==> config.mk <==
export PLATFORM = sky130hd
export DESIGN_NAME = zlp_div
export DESIGN_NICKNAME = d
export VERILOG_FILES = /design/src/zlp_pkg.sv /design/src/zlp_div.sv
export SDC_FILE = /design/constraint.sdc
export NUM_CORES = 1
export LEC_CHECK = 0
export BUFFER_PORTS_ARGS = -buffer_cell sky130_fd_sc_hd__buf_2
export CELL_PAD_IN_SITES_DETAIL_PLACEMENT = 1
export CELL_PAD_IN_SITES_GLOBAL_PLACEMENT = 1
export CORE_MARGIN = 5
export CORE_UTILIZATION = 30
export DETAILED_ROUTE_END_ITERATION = 8
export PLACE_DENSITY_LB_ADDON = 0.1
export SYNTH_ARGS = -nofsm -noshare
export SYNTH_HDL_FRONTEND = slang
export SYNTH_SLANG_ARGS = --single-unit
==> constraint.sdc <==
create_clock -name clk -period 7 [get_ports clk]
set_input_delay 0.35 -clock clk [delete_from_list [all_inputs] [get_ports clk]]
set_output_delay 0.35 -clock clk [all_outputs]
set_load 0.01 [all_outputs]
==> src/zlp_pkg.sv <==
// Package of the ladder lowpass unit: formats, codes, sequencer states.
// Used by every module of the block; depends on nothing.
`timescale 1ns / 1ps

package zlp_pkg;

  localparam int SAMPLE_WIDTH = 24;
  localparam int IN_SH        = 28 - SAMPLE_WIDTH;
  localparam int OUT_SH       = 28 - SAMPLE_WIDTH;

  localparam logic [31:0] SCALE_RESET = 32'd280962;
  localparam logic [30:0] COEF_ONE    = 31'h4000_0000;

  localparam int MUL_A_W = 36;
  localparam int MUL_B_W = 33;
  localparam int MUL_P_W = MUL_A_W + MUL_B_W;

  localparam int DIV_N_W = 63;
  localparam int DIV_D_W = 49;
  localparam int DIV_Q_W = 32;

  // Rounding shift applied by the shared multiplier.
  typedef enum logic [1:0] {
    SH_NONE,
    SH_K,
    SH_C
  } zlp_shift_t;

  // Sequencer states.
  typedef enum logic [2:0] {
    ST_IDLE,
    ST_ISSUE,
    ST_WAIT,
    ST_DSTART,
    ST_DWAIT,
    ST_OUT
  } zlp_state_t;

  // Multiply steps of one item, in order.
  localparam logic [4:0] OP_F    = 5'd0;
  localparam logic [4:0] OP_G2   = 5'd1;
  localparam logic [4:0] OP_G3   = 5'd2;
  localparam logic [4:0] OP_G4   = 5'd3;
  localparam logic [4:0] OP_S0   = 5'd4;
  localparam logic [4:0] OP_S1   = 5'd5;
  localparam logic [4:0] OP_S2   = 5'd6;
  localparam logic [4:0] OP_KS   = 5'd7;
  localparam logic [4:0] OP_KG   = 5'd8;
  localparam logic [4:0] OP_STG  = 5'd9;
  localparam logic [4:0] OP_LAST = 5'd16;

  function automatic logic signed [31:0] sat32(input logic signed [63:0] v);
    logic signed [31:0] r;
    if (v > 64'sd2147483647) begin
      r = 32'sh7FFF_FFFF;
    end else if (v < -64'sd2147483648) begin
      r = 32'sh8000_0000;
    end else begin
      r = v[31:0];
    end
    return r;
  endfunction

endpackage

==> src/zlp_div.sv <==
// Restoring unsigned divider, one quotient bit per cycle, 32 quotient bits a run.
// The dividend's top bits must be below the divisor. Depends on zlp_pkg.
`timescale 1ns / 1ps

module zlp_div (
  input  logic                          clk,
  input  logic                          rst_n,
  input  logic                          start,
  input  logic [zlp_pkg::DIV_N_W-1:0]   dividend,
  input  logic [zlp_pkg::DIV_D_W-1:0]   divisor,
  output logic                          done_r,
  output logic [zlp_pkg::DIV_Q_W-1:0]   quo_r
);

  logic                           busy_r;
  logic [4:0]                     cnt_r;
  logic [zlp_pkg::DIV_D_W-1:0]    rem_r;
  logic [zlp_pkg::DIV_D_W-1:0]    den_r;
  logic [zlp_pkg::DIV_Q_W-1:0]    low_r;
  logic [zlp_pkg::DIV_D_W:0]      trial;
  logic                           fits;

  always_comb begin
    trial = {rem_r, low_r[zlp_pkg::DIV_Q_W-1]};
    fits  = trial >= {1'b0, den_r};
  end

  always_ff @(posedge clk) begin
    if (!rst_n) begin
      busy_r <= 1'b0;
      done_r <= 1'b0;
      cnt_r  <= '0;
    end else begin
      done_r <= 1'b0;
      if (start) begin
        busy_r <= 1'b1;
        cnt_r  <= '0;
      end else if (busy_r) begin
        cnt_r <= cnt_r + 5'd1;
        if (cnt_r == 5'd31) begin
          busy_r <= 1'b0;
          done_r <= 1'b1;
        end
      end
    end
  end

  always_ff @(posedge clk) begin
    if (start) begin
      rem_r <= zlp_pkg::DIV_D_W'(dividend[zlp_pkg::DIV_N_W-1:zlp_pkg::DIV_Q_W]);
      low_r <= dividend[zlp_pkg::DIV_Q_W-1:0];
      den_r <= divisor;
      quo_r <= '0;
    end else if (busy_r) begin
      rem_r <= fits ? zlp_pkg::DIV_D_W'(trial - {1'b0, den_r}) : trial[zlp_pkg::DIV_D_W-1:0];
      low_r <= {low_r[zlp_pkg::DIV_Q_W-2:0], 1'b0};
      quo_r <= {quo_r[zlp_pkg::DIV_Q_W-2:0], fits};
    end
  end

endmodule

### Word level (Yosys, flattened, before mapping)

Cells that the tools add are included.

* register bits after elaboration: 169
* input bits: 115
* output and inout bits: 33
* word-level logic and storage cells: 26

* add/subtract/negate cells: 2
* order comparisons: 1
* equal/unequal tests: 1
* multiplexer cells: 9
* bitwise logic cells: 2
* reductions and logical operators: 3

Operators with widths (count)
* 32-bit 2-to-1 mux: 2
* 31-bit 2-to-1 mux: 2
* 50-bit by 49-bit greater-or-equal comparator with 1-bit output: 1
* 49-bit 2-to-1 mux: 1
* 49-bit subtractor: 1
* 5-bit by 1-bit adder with 5-bit output (second input constant): 1
* 5-bit == test (second input constant): 1
* 1-bit 2-to-1 mux: 4
* 3-bit OR reduction: 1
* 1-bit inverter: 2
* 2-bit nonzero test: 1
* 2-bit OR reduction: 1

### Longest topological paths before layout

* word-level depth: 4
* depth in mapped cells: 14

### Least setup slack after synthesis

No wires, ideal clock.

* path kind: reg-to-reg
* start point: register den_r[0] (netlist name)
* end point: register rem_r[0] (netlist name), data pin
* setup time: 0.260 ns
* arrival time: 2.753 ns
* data required time: 6.740 ns
* path slack: 3.988 ns
* cell stages (with the launch flop): 12
* buffers on the path: 1
* cells stage by stage: edfxtp_1 > ha_1 > fa_1 > nor2b_1 > o21bai_1 > a2111o_1 > a31oi_1 > nor2_1 > o21ai_1 > clkbuf_1 > a21oi_1 > mux2_2

* cells in the longest elaborated chain, start to end: 4
* elaborated cells between the ends (all ways): 5
* those cells by class: add/sub: 1; order compare: 1; mux: 3

Ends and longest elaborated chain
* start: declaration: line zlp_div.sv:18 `logic [zlp_pkg::DIV_D_W-1:0] den_r;`
* start signal: assignment: line zlp_div.sv:52 `den_r <= divisor;`
* 49-bit subtractor or 50-bit by 49-bit greater-or-equal comparator with 1-bit output (tied branches): line zlp_div.sv:55, zlp_div.sv:25
* 49-bit 2-to-1 mux *: line zlp_div.sv:55 `rem_r <= fits ? zlp_pkg::DIV_D_W'(trial - {1'b0, den_r}) : trial[zlp_pkg::DIV_D_W-1:0];`
* 31-bit 2-to-1 mux *: line zlp_div.sv:54 `end else if (busy_r) begin`
* 31-bit 2-to-1 mux *: line zlp_div.sv:49 `if (start) begin`
* end signal: assignment: line zlp_div.sv:50 `rem_r <= zlp_pkg::DIV_D_W'(dividend[zlp_pkg::DIV_N_W-1:zlp_pkg::DIV_Q_W]);`
* end signal: assignment: line zlp_div.sv:55
* end: declaration: line zlp_div.sv:17 `logic [zlp_pkg::DIV_D_W-1:0] rem_r;`

Mark *: on every way between the ends. The rest lies on a longest branch, timed or not. The select of a mux whose other input is x is not followed.
A chain may end at the register's enable or synchronous reset.

### Worst setup path after layout

* start point: register den_r[41] (netlist name)
* end point: register rem_r[8] (netlist name), data pin

* cells in the longest elaborated chain, start to end: 4

Ends and longest elaborated chain
* 50-bit by 49-bit greater-or-equal comparator with 1-bit output: line zlp_div.sv:25 `fits = trial >= {1'b0, den_r};`
* 49-bit 2-to-1 mux: line zlp_div.sv:55
* 31-bit 2-to-1 mux: line zlp_div.sv:54
* 31-bit 2-to-1 mux: line zlp_div.sv:49

Every way passes these cells. The select of a mux whose other input is x is not followed.

==> results.sh <==
export IMPL_totalWireLength_mm=27.6
export IMPL_ctsResizeCount=0
export IMPL_synth_most_common_cell="edfxtp_1"
export IMPL_synth_top_area_cell="edfxtp_1"
export IMPL_dieWidth_um=189
export IMPL_pwr_share_seq=0.408
export IMPL_die_y_um=189
export IMPL_slowest_delay_ns=0.99
export IMPL_htree_levels=4
export IMPL_clk_insertion_delay_late_ns=0.45
export IMPL_avgRoutedWirePerCell_um=18.4
export IMPL_maxClockFrequency_mhz=226
export IMPL_viasPerCell=5.01
export IMPL_cts_root_buffer="clkbuf_16"
export IMPL_rsz0062_at_grt="no"
export IMPL_swShare=0.332
export IMPL_cp_arrival_ns=4.63
export IMPL_core_mm2=0.0316
export IMPL_grt_max_degree=64
export IMPL_rows=65
export IMPL_p_per_area_mw_per_mm2=261
export IMPL_numCtsBuffers=17
export IMPL_status="finished, final reports clean"
export IMPL_async_reset_ff_frac=0
export IMPL_skew_ns=0.0133
export IMPL_cp_end_kind="register"
export IMPL_cts_setup_buffers=0
export IMPL_synth_warnings=0
export IMPL_p_clk_frac=0.321
export IMPL_initial_core_util=0.304
export IMPL_totalNegativeSetupSlack_ns=0
export IMPL_synth_common_cells="112 x edfxtp_1, 98 x nor2_1, 80 x nand2_1"
export IMPL_crit_path_frequent_cell="a21oi_1"
export IMPL_yosysSeqAreaShare=0.468
export IMPL_cts_buffer_depth=2
export IMPL_pre_cts_ws_ns=2.51
export IMPL_stdcell_count=1502
export IMPL_fin_crit_sh=0.633
export IMPL_crit_fanout=23
export IMPL_nNetsFinal=1252
export IMPL_synth_area_mm2=0.00963
export IMPL_overflow=0
export IMPL_whs_ns=0.0746
export IMPL_drv_slew=0
export IMPL_fin_ws_ns=2.57
export IMPL_drtPass1Iterations=4
export IMPL_critical_path_class="register to register"
export IMPL_worstHoldPathType="input pin to register"
export IMPL_ys_ff_latch=169
export IMPL_synthCells=971
export IMPL_cp_slowest_cell="a2111oi_0"
export IMPL_gp_congestion=0.799
export IMPL_area_growth_pct=17.1
export IMPL_critPathLaunchType="register"
export IMPL_track_usage=0.154
export IMPL_cts_tree="yes"
export IMPL_ios=148
export IMPL_port_buffer_count=147
export IMPL_setup_violations=0
export IMPL_yosys_most_used_dff="edfxtp_1"
export IMPL_crit_path_cell_trace="inv_1, ha_1, a21oi_1, o21ai_0, a21oi_1, o41ai_1, a2111oi_0, o21a_1, buf_4, o31ai_1, mux2_2"
export IMPL_drive_gt1_frac=0.221
export IMPL_grt_pass1_wl_mm=44.1
export IMPL_yosysUniqueCellTypes=65
export IMPL_place_inst=1468
export IMPL_p_switching_w=0.000976
export IMPL_ant_nets=0
export IMPL_vias=7519
export IMPL_clk_pin_slew_ns=0.08
export IMPL_hold_viol=0
export IMPL_synth_area_per_cell_um2=9.92
export IMPL_synth_area_leaders="edfxtp_1 35%, dfxtp_1 12%, ha_1 6.6%, mux2_2 5.1%, a21oi_1 3.8%"
export IMPL_nFillCells=3606
export IMPL_hpwl_mm=20.1
export IMPL_first_iter_violations=293
export IMPL_crit_required_ns=7.20
export IMPL_dieArea_mm2=0.0358
export IMPL_cap_violations=0
export IMPL_leakagePower_nw=4.68
export IMPL_clock_sinks=169
export IMPL_synth_nets=1138
export IMPL_worst_pin_slew_ns=1.10
export IMPL_synth_top_area_frac=0.349
export IMPL_p_comb_frac=0.270
export IMPL_grt_pass1_vias=7973
export IMPL_antenna_found_initial=15
export IMPL_drcViolationCount=0
export IMPL_ir_drop_v=0.000179
export IMPL_power_internal_w=0.00197
export IMPL_slew_headroom=0.249
export IMPL_final_min_clock_period_ns=4.43
export IMPL_postCtsHoldBufs=0
export IMPL_synth_edf_count=112
## cell type report
class / instances / area [um2] / share of cell area
Multi-Input combinational cell: 680 / 4660 / 0.413
Sequential cell: 169 / 4510 / 0.399
Timing Repair Buffer: 153 / 783 / 0.0694
Tap cell: 402 / 503 / 0.0446
Clock buffer: 18 / 450 / 0.0399
Inverter: 64 / 240 / 0.0213
Clock inverter: 14 / 131 / 0.0116
Antenna cell: 2 / 5.00 / 0.000444
## path summary, 6_finish.rpt
check / endpoint / cells past startpoint / from / slack [ns]
setup / recovery: rem_r[8]$_DFFE_PP_ / 11 / den_r[41]$_DFFE_PP_ / 2.57
hold / removal: den_r[7]$_DFFE_PP_ / 1 / divisor[7] / 0.07
hold reg to reg: quo_r[31]$_SDFFE_PP0P_ / 2 / quo_r[31]$_SDFFE_PP0P_ / 0.50
setup reg to reg: rem_r[8]$_DFFE_PP_ / 11 / den_r[41]$_DFFE_PP_ / 2.57
## sequential cells by signal, summed over array words and instances (netlist names)
name    count
low_r      32
rem_r      49
quo_r      32
done_r      1
cnt_r       5
busy_r      1
den_r      49
## kinds of logic after synthesis
| family | Yosys count | synth area share |
|---|---|---|
| fa+ha+maj | 52 | 0.0683 |
| simple gates | 262 | 0.123 |
| flops | 169 | 0.468 |
| xor+xnor | 38 | 0.0346 |
| compound gates | 250 | 0.170 |
| mux | 78 | 0.0868 |
| buf+inv | 122 | 0.0497 |
## per-stage QoR
stage          utilization  area [um2]  power [W]
2_1_floorplan            -        9630    0.00180
3_3_place_gp         0.338       10700    0.00203
3_5_place_dp         0.338       10700    0.00203
4_1_cts              0.356       11300    0.00299
5_1_grt              0.357       11300    0.00313
6_report             0.357       11300    0.00294
## critical path, delay by kind of cell (launching register included)
family | cells | cell delay, ns
flops | 1 | 0.32
compound gates | 7 | 2.69
buf+inv | 2 | 0.47
fa+ha+maj | 1 | 0.42
mux | 1 | 0.28
## routing by layer
metal	vias up	GRT usage	share of wire
met5	-	0	0.0050
met4	26	0.0356	0.010
met3	40	0.0564	0.059
met2	138	0.231	0.43
met1	3561	0.213	0.49
li1	3754	-	-
## cells in the final DEF (no fill, tap or decap), types with 7 or more instances in the layout
cell type  count
o21a_1        20
nand2_1       80
nand3_1       10
mux2i_1       34
a21oi_1       74
nor2_1        98
o21bai_1       8
xnor2_1       25
buf_2        146
xor2_1        13
inv_1         62
nand4_1       24
mux2_2        44
or3_1          8
a21o_1        18
clkbuf_16     18
o21ai_0       49
a311oi_1       8
dfxtp_1       56
edfxtp_1     112
nor3_1         9
a31oi_1       17
buf_4          7
and3_1         7
ha_1          51
## power groups by stage
stage	registers (W)	logic (W)	clock network (W)
after floorplan	0.00121	0.000585	0
after global placement	0.00122	0.000803	0
after detailed placement	0.00122	0.000800	0
after CTS	0.00120	0.000806	0.000984
after global routing	0.00121	0.000890	0.00103
final	0.00120	0.000796	0.000945
Note: power is estimated with default switching activity, not from simulation.
